`src/hdl/swm_pkg.sv`:
```
// swm_pkg: shared types, constants and helpers for the sliding window maximum block.
// No dependencies; imported by every module of the block.
package swm_pkg;

  localparam int SAMPLE_WIDTH   = 16;
  localparam int MAX_WINDOW_DEF = 64;
  localparam int CFG_WIDTH      = 7;

  localparam logic [CFG_WIDTH-1:0] WINDOW_RESET = CFG_WIDTH'(3);

  typedef logic signed [SAMPLE_WIDTH-1:0] sample_t;

  typedef struct packed {
    logic signed [SAMPLE_WIDTH-1:0] sample;
    logic                           first_sample;
    logic                           last_sample;
  } sample_req_t;

  typedef struct packed {
    logic signed [SAMPLE_WIDTH-1:0] window_max;
    logic                           last_window;
  } result_t;

  function automatic sample_t smax(input sample_t a, input sample_t b);
    smax = (a > b) ? a : b;
  endfunction

endpackage

```
`src/hdl/sliding_window_maximum_top.sv`:
```
// sliding_window_maximum_top: running maximum over the last window_length samples.
// A result is registered and shown in the cycle after its sample request is taken.
// Throughput: one sample per cycle while results are taken; the output register frees in the cycle it is taken.
// Reset (rst, synchronous): window_length back to 3, sample count and output valid cleared.
// The cell row needs no reset: a result is only shown once a full window has gone through it.
// Depends on swm_pkg, swm_chain, swm_cell.
module sliding_window_maximum_top #(
  parameter int MAX_WINDOW = swm_pkg::MAX_WINDOW_DEF
) (
  input  logic                            clk,
  input  logic                            rst,
  // sample request channel
  input  logic                            sample_valid,
  output logic                            sample_ready,
  input  swm_pkg::sample_req_t            sample_req,
  // result channel
  output logic                            result_valid,
  input  logic                            result_ready,
  output swm_pkg::result_t                result,
  // window length register
  input  logic                            window_we,
  input  logic [swm_pkg::CFG_WIDTH-1:0]   window_wdata
);
  import swm_pkg::*;

  localparam int IW = $clog2(MAX_WINDOW);
  localparam int NW = $clog2(MAX_WINDOW + 1);
  localparam int CW = (CFG_WIDTH > NW) ? CFG_WIDTH : NW;

  logic [CFG_WIDTH-1:0] window_length;
  logic [CW-1:0]        samples_seen;
  logic [CW-1:0]        samples_seen_next;
  logic [CW-1:0]        wl_ext;
  logic [CW-1:0]        w_eff;
  logic [CW-1:0]        seen_base;
  logic [CW-1:0]        seen_inc;
  logic [IW-1:0]        tap_idx;
  logic                 accept;
  logic                 emit;
  sample_t              tap_max;

  // Window register. A write in the same cycle as reset still lands.
  always_ff @(posedge clk) begin
    if (window_we) begin
      window_length <= window_wdata;
    end else if (rst) begin
      window_length <= WINDOW_RESET;
    end
  end

  // Effective window: zero acts as one, anything past the row length clamps to it.
  assign wl_ext = CW'(window_length);
  always_comb begin
    if (wl_ext == '0) begin
      w_eff = CW'(1);
    end else if (wl_ext > CW'(MAX_WINDOW)) begin
      w_eff = CW'(MAX_WINDOW);
    end else begin
      w_eff = wl_ext;
    end
  end
  assign tap_idx = IW'(w_eff - CW'(1));

  // The output register parts the two sides; a new request goes in as the old result leaves.
  assign sample_ready = !rst && (!result_valid || result_ready);
  assign accept       = sample_valid && sample_ready;

  // Samples seen in this sequence, saturating at the window. A first flag restarts it.
  // After a shrink the count drops to the new window; after a growth it has to climb,
  // which also keeps any sample aged out under the old window from reaching a result.
  always_comb begin
    seen_base = sample_req.first_sample ? '0 : samples_seen;
    seen_inc  = (seen_base < w_eff) ? seen_base + CW'(1) : seen_base;
    samples_seen_next = (seen_inc > w_eff) ? w_eff : seen_inc;
  end
  assign emit = (samples_seen_next == w_eff);

  always_ff @(posedge clk) begin
    if (rst) begin
      samples_seen <= '0;
    end else if (accept) begin
      samples_seen <= samples_seen_next;
    end
  end

  // Cell k keeps the max of the last k+1 samples; the tap picks cell w-1 as it updates.
  swm_chain #(
    .MAX_WINDOW(MAX_WINDOW)
  ) u_chain (
    .clk    (clk),
    .en     (accept),
    .sample (sample_req.sample),
    .tap_idx(tap_idx),
    .tap_max(tap_max)
  );

  // Output register: valid only when a full window has been seen.
  always_ff @(posedge clk) begin
    if (rst) begin
      result_valid <= 1'b0;
    end else if (accept) begin
      result_valid <= emit;
    end else if (result_ready) begin
      result_valid <= 1'b0;
    end
  end

  always_ff @(posedge clk) begin
    if (accept && emit) begin
      result.window_max  <= tap_max;
      result.last_window <= sample_req.last_sample;
    end
  end

endmodule

```
`src/hdl/swm_cell.sv`:
```
// swm_cell: one stage of the running-maximum chain.
// Depends on swm_pkg.
module swm_cell (
  input  logic           clk,
  input  logic           en,
  input  swm_pkg::sample_t prev,
  input  swm_pkg::sample_t sample,
  output swm_pkg::sample_t m
);
  import swm_pkg::*;

  // Max of the previous cell's span and the new sample: span grows by one.
  always_ff @(posedge clk) begin
    if (en) begin
      m <= smax(prev, sample);
    end
  end

endmodule

```
`src/hdl/swm_chain.sv`:
```
// swm_chain: row of swm_cell stages; cell k holds the max of the last k+1 samples.
// Depends on swm_pkg and swm_cell.
module swm_chain #(
  parameter int MAX_WINDOW = swm_pkg::MAX_WINDOW_DEF,
  localparam int IW = $clog2(MAX_WINDOW)
) (
  input  logic             clk,
  input  logic             en,
  input  swm_pkg::sample_t sample,
  input  logic [IW-1:0]    tap_idx,
  output swm_pkg::sample_t tap_max
);
  import swm_pkg::*;

  sample_t       m [MAX_WINDOW];
  logic [IW-1:0] prev_idx;

  for (genvar k = 0; k < MAX_WINDOW; k++) begin : g_cell
    if (k == 0) begin : g_head
      swm_cell u_cell (.clk(clk), .en(en), .prev(sample), .sample(sample), .m(m[k]));
    end else begin : g_body
      swm_cell u_cell (.clk(clk), .en(en), .prev(m[k-1]), .sample(sample), .m(m[k]));
    end
  end

  // Value cell tap_idx takes on this update, seen ahead of the clock edge.
  assign prev_idx = tap_idx - IW'(1);
  assign tap_max  = (tap_idx == '0) ? sample : smax(m[prev_idx], sample);

endmodule

```
`config.mk`:
```
export PLATFORM = sky130hd
export DESIGN_NAME = sliding_window_maximum_top
export DESIGN_NICKNAME = d
export VERILOG_FILES = /design/src/hdl/swm_pkg.sv /design/src/hdl/sliding_window_maximum_top.sv /design/src/hdl/swm_cell.sv /design/src/hdl/swm_chain.sv
export SDC_FILE = /design/constraint.sdc
export NUM_CORES = 2
export LEC_CHECK = 0
export BUFFER_PORTS_ARGS = -buffer_cell sky130_fd_sc_hd__buf_4
export CORE_ASPECT_RATIO = 0.5
export CORE_UTILIZATION = 45
export DETAILED_ROUTE_END_ITERATION = 16
export GPL_TIMING_DRIVEN = 0
export PLACE_DENSITY_LB_ADDON = 0.25
export REMOVE_ABC_BUFFERS = 1
export SETUP_SLACK_MARGIN = 0.1
export SYNTH_ARGS = -nofsm -noshare
export SYNTH_HDL_FRONTEND = slang
export SYNTH_HIERARCHICAL = 1
export SYNTH_SLANG_ARGS = --single-unit
```
`constraint.sdc`:
```
create_clock -name clk -period 43.4 [get_ports clk]
set_input_delay 10.85 -clock clk [delete_from_list [all_inputs] [get_ports clk]]
set_output_delay 10.85 -clock clk [all_outputs]
set_load 0.02 [all_outputs]
```
======== Word-level counts from Yosys, hierarchy flattened ========
Index checks and enable logic that the tools add are counted.
Widths: inputs -> output; s select.
cells by class
  bitwise gates (word level) .............. 1
  mux-type cells .......................... 77
  reductions and logical operators ........ 10
  $lt $le $gt $ge ......................... 68
  add/sub/neg operators ................... 3
  eq/ne operators ......................... 1
operators by type and width
  kind                 number
  $mux 16              67
  $gt 16x16->1         64
  $bmux 16 s6          1
  $mux 7               7
  $sub 6x1->6 const B  2
  $add 7x1->7 const B  1
  $eq 7x7->1           1
  $ge 7x7->1 const B   1
  $gt 7x7->1           1
  $gt 7x7->1 const B   1
  $logic_not 7->1      1
  $lt 7x7->1           1
  $not 6->7            1
  $logic_not 6->1      1
  $reduce_bool 2->1    2
  $logic_and 1x1->1    3
  $logic_not 1->1      2
  $mux 1               2
  $logic_or 1x1->1     1
storage, ports and cells
  logic and storage cells ................. 229
  bits in registers ....................... 1,056

======== Longest topological paths before layout ========
  word-level depth ........................ 12
  depth in mapped cells ................... 27
  mapped depth without buffers ............ 20

======== Modules after synthesis ========
The synthesis kept the hierarchy.
modules (own cells, without submodules)
  module                      times used  cells each  area each (µm²)
  swm_cell                    64          94          1,167.4
  swm_chain                   1           741         9,132.5
  sliding_window_maximum_top  1           208         2,048.2

======== Worst setup path before layout ========
No wires, ideal clock.
  path type ............................... input -> register
  start point ............................. input port result_ready
  end point ............................... register result[0] (netlist name) (enable)
  path buffers ............................ 0
  path slack .............................. 9.075 ns
  library setup time ...................... 0.396 ns
  stages .................................. 6
  data arrival time ....................... 33.929 ns
  data required time ...................... 43.004 ns
  cells stage by stage .................... nor2b_1 -> nor2_1 -> nand2_1 -> inv_1 -> and3_1 -> a21boi_1
between the ends
  longest elaborated chain between the ends .. 4
RTL lines
  item                    line                               source
  start, declared         sliding_window_maximum_top.sv:18   input logic result_ready,
  $logic_or 1x1->1        sliding_window_maximum_top.sv:65   assign sample_ready = !rst && (!result_valid || result_ready);
  $logic_and 1x1->1       sliding_window_maximum_top.sv:65
  named net sample_ready  sliding_window_maximum_top.sv:14   output logic sample_ready,
  $logic_and 1x1->1       sliding_window_maximum_top.sv:66   assign accept = sample_valid && sample_ready;
  named net accept        sliding_window_maximum_top.sv:38   logic accept;
  $logic_and 1x1->1       sliding_window_maximum_top.sv:109  if (accept && emit) begin
  end, declared           sliding_window_maximum_top.sv:19   output swm_pkg::result_t result,
The timed path passes the listed nets, and every way through them passes these cells.
A chain may end at the register's enable or synchronous reset.

======== Worst setup path in the final report ========
  start point ............................. input port result_ready
  end point ............................... output port sample_ready
between the ends
  longest elaborated chain between the ends .. 2
RTL lines
  item               line
  $logic_or 1x1->1   sliding_window_maximum_top.sv:65
  $logic_and 1x1->1  sliding_window_maximum_top.sv:65
  end, declared      sliding_window_maximum_top.sv:14
Every way passes these cells.

==> key figures <==
Power and ir drop
  – Peak VDD IR: 34.5 uV
  – Leakage: 40.2 nW
  – PwrDens: 38.1 nW/um2
  – Power Total: between 3 and 4 mW

Clock tree
  – Post-CTS Hold Buffers: 0
  – Cts bufs inserted: 110
  – CTS tree: yes
  – H-tree lvl count: 3
  – Clock sinks: ~1100
  – Clock Root Buffer: clkbuf_16
  – Setup repair bufs after CTS: 0
  – Clock Pin Slew Worst Setup and Hold Paths: 70 ps
  – Longest Clk Path Bufs: 3
  – Worst-Skew Late Latency: 740 ps
  – Post-CTS Resized: 0

Setup path
  – WP data arrival: 11420 ps
  – Crit Path Category: input port to output port
  – Required time of the worst setup path: 32550 ps
  – Crit path launch type: input port
  – CP Capture Type: output port
  – CP Max Fanout: 3

GRT
  – Total grt overflow: 0
  – All-Layer GR Usage: 0.227
  – First-pass GRT wire length: around 340 mm
  – Largest net degree at the start of global routing: 120
  – Antenna violations before repair: 4
  – Vias in the first global route: between 50000 and 60000

Placed design
  – PortBufs: 48
  – GPL Wtd Cong: about 0.87
  – Placed instance area: about 89000 um2
  – Setup WS pre-CTS: between 20000 and 25000 ps
  – Final HPWL DP: between 150 and 200 mm

Die
  – Row count: 112
  – Initial core utilization: 0.457
  – DIE WIDTH: roughly 620 um
  – Full die area: 193000 um2
  – Placeable Area: 188000 um2
  – I/O pins: a little under 50
  – Die Ht: slightly above 300 um

Synth
  – Async set or reset register ratio after synthesis: 0
  – Synthesized instance count: around 7000
  – Sequential area share after synthesis: 0.368
  – Synthesized cell area: roughly 86000 um2
  – EDFF count, synth: roughly 1000
  – Synth unique cells: just under 80
  – Ys Warns: 6
  – Yosys reg bits: roughly 1100
  – Avg Cell Area, Syn: 12.3 um2
  – Synth Flop Type: edfxtp_1

Final layout
  – Area of the multi-input gates: 48200 um2
  – FF+latch area: ~32000 um2
  – Commonest cells after routing, fill and taps aside: inv_1 (1178), ha_1 (1055), edfxtp_1 (1048)
  – Fillers: approximately 17000
  – Final Instance Area: 92600 um2
  – Area Growth Syn to Fin: 7.78%
  – Commonest non-fill, non-tap cell in the layout: inv_1
  – Final Net Count: roughly 8100
  – Fraction of layout cells with a size suffix above 1: 0.268

Run
  – Max cap viols: 0

Timing
  – Unrepaired setup endpoints after global routing: no
  – Actual slew at the worst max-slew pin: roughly 1100 ps
  – Post-route setup slack: approximately 21000 ps
  – Max Slew Vio Count: 0
  – Setup tns final: 0 ps
  – Fmax: 44.9 MHz
  – Tmin final: 22270 ps
  – Relative max-transition margin: 0.261
  – Fin crit share: 0.513
  – Final hold slack: about 470 ps
  – Fin. Hold Viols: 0
  – Final setup viols: 0
  – Worst Skew: approximately 28 ps

Routing
  – Remaining DRCs: 0
  – 1st-iter DRT viols: 4118
  – Initial DRT Pass Iterations: 5
  – DRT Wirelength: approximately 220 mm
  – Vias: between 50000 and 60000
  – Wire per inst: roughly 23 um
  – Vias per cell: between 5 and 6
  – Detail Route Antenna Nets: 0

Worst hold path
  – Hold Crit Class: flip-flop to flip-flop

Status
  – Status: complete, no violations
area by class of cell:
type | count | area share
flip-flops and latches | 1056 | 0.342
repair buffers | 96 | 0.0177
diodes | 2 | 0.0000541
inverters | 1182 | 0.0481
clock inverters | 65 | 0.00645
clock buffers | 138 | 0.0317
multi-input cells | 4565 | 0.521
well taps | 2508 | 0.0339
state kept, by name, indices dropped and copies added, names as in the netlist:
signal,count
u_chain/g_cell.g_head.u_cell/m,16
result_valid,1
samples_seen,7
result,17
u_chain/g_cell.g_body.u_cell/m,1008
window_length,7
per-layer routing:
metal  routed length (um)  global-route usage  vias up
li1                     -                   -    26100
met1               105000               0.329    27400
met2                98400               0.353     1247
met3                12600              0.0364      242
met4                 5460              0.0558        4
met5                   26                   0        -
worst max-delay path: stages:
cell and delay (ps):
buf_4 110, nor2b_1 210, nor2_1 90, buf_4 160
power breakdown:
part	internal [mW]	switching [mW]
logic	0.581	0.660
clock network	0.537	0.444
registers	1.24	0.0699
final timing paths:
| check | start | to | slack [ps] | cells past startpoint |
|---|---|---|---|---|
| worst max-delay path | result_ready | sample_ready | 21130 | 4 |
| worst min-delay path | samples_seen[5]$_SDFFE_PP0P_ | samples_seen[5]$_SDFFE_PP0P_ | 470 | 2 |
| worst max register to register | window_length[5]$_SDFFCE_PN0P_ | result[1]$_DFFE_PP_ | 34170 | 22 |
| worst min register to register | samples_seen[5]$_SDFFE_PP0P_ | samples_seen[5]$_SDFFE_PP0P_ | 470 | 2 |
through the flow:
stage	std cells	util
floorplan	6803	-
global placement	9359	0.466
detailed placement	9407	0.473
CTS	9610	0.492
global route	9610	0.492
finish	9612	0.492
Yosys cell counts (31+ instances only):
cell / instances / share of area
and2b_2: 64 / 0.0065
nand3_2: 64 / 0.0075
nand2_1: 455 / 0.020
buf_1: 31 / 0.0014
mux2_4: 640 / 0.11
nor4_1: 133 / 0.0097
mux4_2: 251 / 0.066
mux2i_1: 99 / 0.012
edfxtp_1: 1048 / 0.37
mux2_2: 418 / 0.055
inv_1: 1180 / 0.052
buf_12: 64 / 0.015
o21ai_0: 73 / 0.0043
a311oi_1: 64 / 0.0065
mux2i_4: 64 / 0.017
clkbuf_1: 34 / 0.0015
a21boi_0: 64 / 0.0056
ha_1: 1056 / 0.15
nand3_1: 73 / 0.0043
o21bai_1: 130 / 0.011
or4_4: 128 / 0.017
nand4_1: 86 / 0.0063
a21oi_1: 495 / 0.029
cells by family (layout without fill, tap and decap cells):
family	Yosys count	count (layout)	synth area share
multiplexers	1472	1472	0.261
buffers and inverters	1344	1481	0.0715
AND/OR/NAND/NOR	1095	1095	0.0773
adder cells (fa/ha/maj)	1057	1057	0.154
flip-flops	1056	1056	0.368
AO/OA/AOI/OAI	922	922	0.0659
XOR/XNOR	19	19	0.00229
other	0	2	0
Note: power is estimated with default switching activity, not from simulation.
